File: src/hw/rtl/qec_pkg.sv
`default_nettype none

package qec_pkg;

    localparam int unsigned POS_W   = 32;
    localparam int unsigned DELTA_W = 8;
    localparam int unsigned SHIFT_W = 2;
    localparam int unsigned APB_AW  = 3;
    localparam int unsigned APB_DW  = 32;

    // Largest detent shift honoured; a programmed 3 saturates to this
    localparam logic [SHIFT_W-1:0] SHIFT_MAX = 2'd2;

    typedef enum logic [1:0] {
        REQ_TICK   = 2'd0,
        REQ_READ   = 2'd1,
        REQ_WRITE  = 2'd2,
        REQ_RESYNC = 2'd3
    } req_t;

    typedef struct packed {
        req_t                    req;
        logic                    phase_a;
        logic                    phase_b;
        logic signed [POS_W-1:0] write_value;
    } item_t;

    // Gray phase pair to binary step index: A gives 3, B flips bit 0
    function automatic logic [1:0] gray_to_bin(input logic a, input logic b);
        gray_to_bin = {a, a ^ b};
    endfunction

endpackage

`default_nettype wire

File: src/hw/rtl/qec_apb.sv
`default_nettype none

module qec_apb
(
    input  wire logic                            clk,
    input  wire logic                            rst_n,
    input  wire logic                            psel,
    input  wire logic                            penable,
    input  wire logic                            pwrite,
    input  wire logic [qec_pkg::APB_AW-1:0]      paddr,
    input  wire logic [qec_pkg::APB_DW-1:0]      pwdata,
    output logic      [qec_pkg::APB_DW-1:0]      prdata,
    output logic                                 pready,
    output logic      [qec_pkg::SHIFT_W-1:0]     detent_shift
);

    logic [qec_pkg::SHIFT_W-1:0] detent_shift_reg;
    logic                        sel_shift;

    // Only the word at byte address zero holds a register
    assign sel_shift = (paddr[qec_pkg::APB_AW-1] == 1'b0);
    assign pready    = 1'b1;

    always_ff @(posedge clk or negedge rst_n)
    begin
        if (!rst_n)
        begin
            detent_shift_reg <= '0;
        end
        else if (psel && penable && pwrite && sel_shift)
        begin
            detent_shift_reg <= pwdata[qec_pkg::SHIFT_W-1:0];
        end
    end

    always_comb
    begin
        prdata = '0;
        if (sel_shift)
        begin
            prdata[qec_pkg::SHIFT_W-1:0] = detent_shift_reg;
        end
    end

    assign detent_shift = detent_shift_reg;

endmodule

`default_nettype wire

File: src/hw/rtl/qec_core.sv
`default_nettype none

module qec_core
(
    input  wire logic                                  clk,
    input  wire logic                                  rst_n,
    input  wire logic                                  fire,
    input  wire qec_pkg::item_t                        item,
    input  wire logic        [qec_pkg::SHIFT_W-1:0]    detent_shift,
    output logic signed      [qec_pkg::POS_W-1:0]      read_position
);

    logic        [1:0]                    last_phase_reg;
    logic        [1:0]                    last_phase_next;
    logic        [qec_pkg::DELTA_W-1:0]   pending_delta_reg;
    logic        [qec_pkg::DELTA_W-1:0]   pending_delta_next;
    logic signed [qec_pkg::POS_W-1:0]     position_count_reg;
    logic signed [qec_pkg::POS_W-1:0]     position_count_next;

    logic        [1:0]                    now_phase;
    logic        [1:0]                    diff;
    logic        [qec_pkg::SHIFT_W-1:0]   shift_sat;
    logic signed [qec_pkg::POS_W-1:0]     delta_ext;
    logic signed [qec_pkg::POS_W-1:0]     step;
    logic        [qec_pkg::DELTA_W-1:0]   keep_mask;

    assign now_phase = qec_pkg::gray_to_bin(item.phase_a, item.phase_b);
    assign diff      = last_phase_reg - now_phase;
    assign shift_sat = (detent_shift > qec_pkg::SHIFT_MAX) ? qec_pkg::SHIFT_MAX : detent_shift;
    assign delta_ext = {{(qec_pkg::POS_W-qec_pkg::DELTA_W){pending_delta_reg[qec_pkg::DELTA_W-1]}},
                        pending_delta_reg};
    assign step      = delta_ext >>> shift_sat;
    assign keep_mask = ~({qec_pkg::DELTA_W{1'b1}} << shift_sat);

    always_comb
    begin
        last_phase_next     = last_phase_reg;
        pending_delta_next  = pending_delta_reg;
        position_count_next = position_count_reg;
        case (item.req)
            qec_pkg::REQ_TICK:
            begin
                // Single step only: an even difference is noise or a skipped state
                if (diff[0])
                begin
                    last_phase_next    = now_phase;
                    pending_delta_next = pending_delta_reg +
                                         (diff[1] ? 8'd1 : {qec_pkg::DELTA_W{1'b1}});
                end
            end
            qec_pkg::REQ_READ:
            begin
                pending_delta_next  = pending_delta_reg & keep_mask;
                position_count_next = position_count_reg + step;
            end
            qec_pkg::REQ_WRITE:
            begin
                position_count_next = item.write_value;
            end
            default:
            begin
                last_phase_next     = now_phase;
                pending_delta_next  = '0;
                position_count_next = '0;
            end
        endcase
    end

    always_ff @(posedge clk or negedge rst_n)
    begin
        if (!rst_n)
        begin
            last_phase_reg     <= '0;
            pending_delta_reg  <= '0;
            position_count_reg <= '0;
        end
        else if (fire)
        begin
            last_phase_reg     <= last_phase_next;
            pending_delta_reg  <= pending_delta_next;
            position_count_reg <= position_count_next;
        end
    end

    assign read_position = position_count_next;

endmodule

`default_nettype wire

File: src/hw/rtl/quadrature_encoder_counter_unit.sv
`default_nettype none

// Quadrature encoder counter with 4x decoding and detent scaling. Each
// transfer on the request channel is one of: a sample tick carrying the
// levels of phases A and B, a position read, a position write, or a resync
// that captures the phases and clears the count. Ticks move an 8-bit pending
// step count by one for each adjacent phase change; a read folds that count,
// shifted right by the detent shift (0, 1 or 2; 3 acts as 2), into a 32-bit
// wrapping position and returns the new position as the only kind of result.
// Requests pass through an input register and the update logic into an
// output register, so one request is taken every cycle unless a read
// stalls; a read's result is registered. Only a read stalls behind a
// result that is still waiting to be taken - ticks, writes and resyncs keep
// flowing past it. The detent shift sits at byte address 0 of the APB port
// and may be changed only while no request is in flight.

module quadrature_encoder_counter_unit
(
    input  wire logic                                clk,
    input  wire logic                                rst_n,

    input  wire logic                                in_valid,
    output logic                                     in_stall,
    input  wire logic        [1:0]                   req_type,
    input  wire logic                                phase_a,
    input  wire logic                                phase_b,
    input  wire logic signed [qec_pkg::POS_W-1:0]    write_value,

    output logic                                     out_valid,
    input  wire logic                                out_stall,
    output logic signed      [qec_pkg::POS_W-1:0]    position,

    input  wire logic                                psel,
    input  wire logic                                penable,
    input  wire logic                                pwrite,
    input  wire logic        [qec_pkg::APB_AW-1:0]   paddr,
    input  wire logic        [qec_pkg::APB_DW-1:0]   pwdata,
    output logic             [qec_pkg::APB_DW-1:0]   prdata,
    output logic                                     pready
);

    logic                                  in_valid_reg;
    qec_pkg::item_t                        item_reg;
    logic                                  out_valid_reg;
    logic signed [qec_pkg::POS_W-1:0]      position_reg;

    logic                                  item_is_read;
    logic                                  advance;
    logic                                  item_fire;
    logic                                  in_accept;
    logic        [qec_pkg::SHIFT_W-1:0]    detent_shift;
    logic signed [qec_pkg::POS_W-1:0]      read_position;

    // Register map and detent shift
    qec_apb u_apb
    (
        .clk          (clk),
        .rst_n        (rst_n),
        .psel         (psel),
        .penable      (penable),
        .pwrite       (pwrite),
        .paddr        (paddr),
        .pwdata       (pwdata),
        .prdata       (prdata),
        .pready       (pready),
        .detent_shift (detent_shift)
    );

    // Only a read needs room in the output register
    assign item_is_read = (item_reg.req == qec_pkg::REQ_READ);
    assign advance      = !item_is_read || !out_valid_reg || !out_stall;
    assign item_fire    = in_valid_reg && advance;
    assign in_stall     = in_valid_reg && !advance;
    assign in_accept    = in_valid && !in_stall;

    // Input register: load on accept, drop once the item has been applied
    always_ff @(posedge clk or negedge rst_n)
    begin
        if (!rst_n)
        begin
            in_valid_reg <= 1'b0;
        end
        else if (in_accept)
        begin
            in_valid_reg <= 1'b1;
        end
        else if (item_fire)
        begin
            in_valid_reg <= 1'b0;
        end
    end

    always_ff @(posedge clk)
    begin
        if (in_accept)
        begin
            item_reg.req         <= qec_pkg::req_t'(req_type);
            item_reg.phase_a     <= phase_a;
            item_reg.phase_b     <= phase_b;
            item_reg.write_value <= write_value;
        end
    end

    // Decoder state and position arithmetic
    qec_core u_core
    (
        .clk           (clk),
        .rst_n         (rst_n),
        .fire          (item_fire),
        .item          (item_reg),
        .detent_shift  (detent_shift),
        .read_position (read_position)
    );

    // Output register: capture a read result, release it on transfer
    always_ff @(posedge clk or negedge rst_n)
    begin
        if (!rst_n)
        begin
            out_valid_reg <= 1'b0;
        end
        else if (item_fire && item_is_read)
        begin
            out_valid_reg <= 1'b1;
        end
        else if (!out_stall)
        begin
            out_valid_reg <= 1'b0;
        end
    end

    always_ff @(posedge clk)
    begin
        if (item_fire && item_is_read)
        begin
            position_reg <= read_position;
        end
    end

    assign out_valid = out_valid_reg;
    assign position  = position_reg;

    // A request waits only behind a held result
    assert property (@(posedge clk) disable iff (!rst_n)
        in_stall |-> (item_is_read && out_valid_reg && out_stall))
        else $error("request stalled without a held result");

    // Every applied read leaves a result in the output register
    assert property (@(posedge clk) disable iff (!rst_n)
        (item_fire && item_is_read) |=> out_valid_reg)
        else $error("read applied but no result registered");

    // A waiting request stays put until it is applied
    assert property (@(posedge clk) disable iff (!rst_n)
        (in_valid_reg && !item_fire) |=> (in_valid_reg && $stable(item_reg)))
        else $error("waiting request lost or altered");

    // A result held under stall is not overwritten
    assert property (@(posedge clk) disable iff (!rst_n)
        (out_valid_reg && out_stall) |=> (out_valid_reg && $stable(position_reg)))
        else $error("held result overwritten");

endmodule

`default_nettype wire
File: config.mk
export PLATFORM = sky130hd
export DESIGN_NAME = quadrature_encoder_counter_unit
export DESIGN_NICKNAME = d
export VERILOG_FILES = /design/src/hw/rtl/qec_pkg.sv /design/src/hw/rtl/qec_apb.sv /design/src/hw/rtl/qec_core.sv /design/src/hw/rtl/quadrature_encoder_counter_unit.sv
export SDC_FILE = /design/constraint.sdc
export NUM_CORES = 1
export LEC_CHECK = 0
export BUFFER_PORTS_ARGS = -buffer_cell sky130_fd_sc_hd__clkbuf_2
export CAP_MARGIN = 20
export CORE_MARGIN = 3
export CORE_UTILIZATION = 55
export DETAILED_ROUTE_END_ITERATION = 16
export PLACE_DENSITY = 0.92
export SLEW_MARGIN = 0
export SYNTH_ARGS = -nofsm -noshare
export SYNTH_HDL_FRONTEND = slang
export SYNTH_SLANG_ARGS = --single-unit
File: constraint.sdc
create_clock -name clk -period 3.9 [get_ports clk]
set_input_delay 0.195 -clock clk [delete_from_list [all_inputs] [get_ports clk]]
set_output_delay 0.195 -clock clk [all_outputs]
set_load 0.02 [all_outputs]
==> metrics.md <==
| Metric | Value |
|---|---|
| Status | completed |
| Post-route ant nets | 0 |
| Worst-path cell chain | o21ai_0, ha_1, fa_1, nand3_1, a211oi_2, nor3_2, o21ai_2, a31oi_1, o21ai_0, a221oi_1, nor2_1 |
| Die area | between 10000 and 15000 um2 |
| DR pass1 iterations | 9 |
| Number of synthesized flops with an enable pin | 68 |
| Area taken by multi-input logic gates | between 3000 and 4000 um2 |
| Max frequency | ~0.27 GHz |
| I/O Buffers | 81 |
| Reg power frac | 0.315 |
| Final setup margin | around 170 ps |
| DRC | 0 |
| Final nets | about 910 |
| Place WS | 191 ps |
| Clk Tree Root Cell | clkbuf_16 |
| Initial Util | 0.568 |
| CP Max Fanout | 16 |
| Core Area | roughly 12000 um2 |
| Final Hold Viols | 0 |
| DR WL/cell | between 15 and 20 um |
| Routed wl met2 | 8970 um |
| Origin of the worst setup path | u_apb.detent_shift[1] |
| Worst R2R Start | u_apb.detent_shift[1] |
| Ys flop type | edfxtp_1 |
| Mapped Cells | between 600 and 700 |
| Req. time, crit path | between 4000 and 5000 ps |
| Yosys reg bits | between 100 and 150 |
| Min-delay src | pwdata[1] |
| Cts bufs inserted | 17 |
| Synth Area per Inst | between 10 and 15 um2 |
| Clk buf depth | 2 |
| Initial antenna violation count | 0 |
| Psw | 1.89 mW |
| GP Congestion | approximately 0.9 |
| IO Count | around 150 |
| Post-CTS Setup Inserts | 0 |
| Util after Layout | 0.690 |
| Rows | 40 |
| Tmin final | 3730 ps |
| Max Slew Vio Count | 0 |
| Grt ovf | 0 |
| Dpl hpwl | 11200 um |
| R2R setup slack | approximately 170 ps |
| Final setup violation count | 0 |
| Die Wd | 118 um |
| Met1 Routed Length | 6900 um |
| Post-route clock period utilization | 0.957 |
| Sw Share | 0.364 |
| Setup TNS | 0 ps |
| Hold WC Path Type | in2reg |
| Via count | ~6000 |
| Die Y-Extent | roughly 120 um |
| Worst-margin pin slew | 982 ps |
| GRT Overall Usage | 0.266 |
| Synth Cell Area | around 6900 um2 |
| Slew Limit Headroom | 0.345 |
| Clk pin slew, worst setup/hold paths | 50 ps |
| WP buf/inv | 0 |
| Area Growth Syn to Fin | 21.5% |
| Worst setup path endpoint | position[26] |
| Top layer used by detailed routing | met4 |
| Synth async-reset ratio | 0.404 |
| # clock sinks | between 100 and 150 |
| Drt via density | between 6 and 7 |
| Register area share after synthesis | 0.464 |
| Max-Cap Viols | 0 |
| First-pass GRT wire length | between 20000 and 30000 um |
| Largest net degree at the start of global routing | 47 |
| Total power | between 5 and 6 mW |
| Max FFs per register | 36 |
| Clock skew | between 10 and 15 ps |
| Pwr Density | slightly above 600 nW/um2 |
| RSZ-0062 raised after global routing | no |
| Worst-Skew Late Latency | 420 ps |
| Worst r2r dst | position[26] |
| H-tree levels | 4 |
| Most frequent cells in the layout | 81 x clkbuf_2, 75 x nand2_1, 68 x edfxtp_1 |
| Startpoint types | flip-flop |
| Syn. warnings | 0 |
| Worst path depth | 11 |
| Starting DRT DRC Count | 800 |
| Register Area | about 3200 um2 |
| Critical path class | reg2reg |
| Cell variety after synth | 62 |
| CTS tree | built |
| Delay-heaviest family, CP | compound AO/OA/AOI/OAI gates |
| Worst reg2reg path depth | 11 |
| VDD IR-drop max | 334 uV |
| Critical path's slowest cell | dfrtp_1 |
| Most common cell after layout, fill and taps aside | clkbuf_2 |
| Hold Worst Slack | 18.8 ps |
| Met3 Wirelength | 1730 um |
| Clk network pwr share | 0.308 |
| CP dominant cell by count | o21ai_0 |
| Crit-path max cell delay | roughly 600 ps |
| Fillers | 872 |
| Layout cell share with drive strength beyond 1 | 0.193 |
| Number of global-route vias before repair | 5974 |
| Comb pwr share | 0.377 |
| CP endpoint kind | flip-flop |
| Detailed Route WL | 18300 um |
| Cells on Worst Hold Path | 2 |
| CP arrival | 3870 ps |
| Antenna Cells | 0 |
| Lkg Pwr | 3.80 nW |
| Int Power | about 3.3 mW |
-- per-layer routing --
layer | GRT usage | vias to the layer above
met2 | 0.441 | 417
met4 | 0.123 | 0
met5 | 0 | -
met1 | 0.321 | 2806
met3 | 0.0769 | 88
li1 | - | 2659
-- cell families (layout without fill, tap and decap cells) --
kind of cell	count (synthesis)	count (layout)	synth area share
buf+inv	80	181	0.0607
fa+ha+maj	46	46	0.0858
mux	25	25	0.0391
other cells	2	31	0.00109
compound gates	194	194	0.192
simple gates	177	177	0.121
xor+xnor	28	28	0.0356
flops	114	114	0.464
-- per-stage QoR --
stage | area [um2] | cells
after global routing | 8360 | 964
final | 8360 | 964
after global placement | 7360 | 893
after CTS | 8350 | 964
after floorplan | 6990 | 695
after detailed placement | 7360 | 893
-- power by group through the flow --
stage / clock network, mW / registers, mW / logic (mW)
5_1_grt: 1.67 / 1.65 / 2.16
3_3_place_gp: 0 / 1.63 / 1.77
3_5_place_dp: 0 / 1.64 / 1.84
6_report: 1.60 / 1.64 / 1.96
4_1_cts: 1.61 / 1.63 / 1.91
2_1_floorplan: 0 / 1.63 / 1.43
-- Yosys cell counts (all sizes together), types with 14 or more instances --
library cell  instances  area, um2
a21oi                42        210
a31oi                14       87.6
ha                   44        551
mux2                 15        169
nor2                 38        143
edfxtp               68       2040
inv                  17       63.8
xor2                 18        158
buf                  33        241
clkbuf               30        113
o21ai                38        190
nand2                75        282
a22oi                18        135
dfrtp                46       1150
a21o                 23        173
-- worst min path at each step --
stage / to / slack, ps
2_1_floorplan: in_valid_reg / -100
3_3_place_gp: u_core.position_count_reg[1] / 340
3_5_place_dp: u_core.position_count_reg[1] / 350
4_1_cts: u_apb.detent_shift[1] / 10
5_1_grt: u_apb.detent_shift[1] / 20
6_report: u_apb.detent_shift[1] / 20
-- area by class of cell --
| class | count | share of cell area |
|---|---|---|
| Tap cell | 168 | 0.0252 |
| Multi-Input combinational cell | 501 | 0.406 |
| Sequential cell | 114 | 0.382 |
| Inverter | 17 | 0.00764 |
| Timing Repair Buffer | 132 | 0.108 |
| Clock inverter | 13 | 0.0199 |
| Clock buffer | 19 | 0.0518 |
-- timing repair --
item | CTS | global route
endpoints found under the setup margin | 0 | 15
gates resized for setup | 0 | 3
hold buffers | 39 | 0
hold endpoints to repair | 84 | 0
No activity file was read; power rests on OpenSTA's default activity.
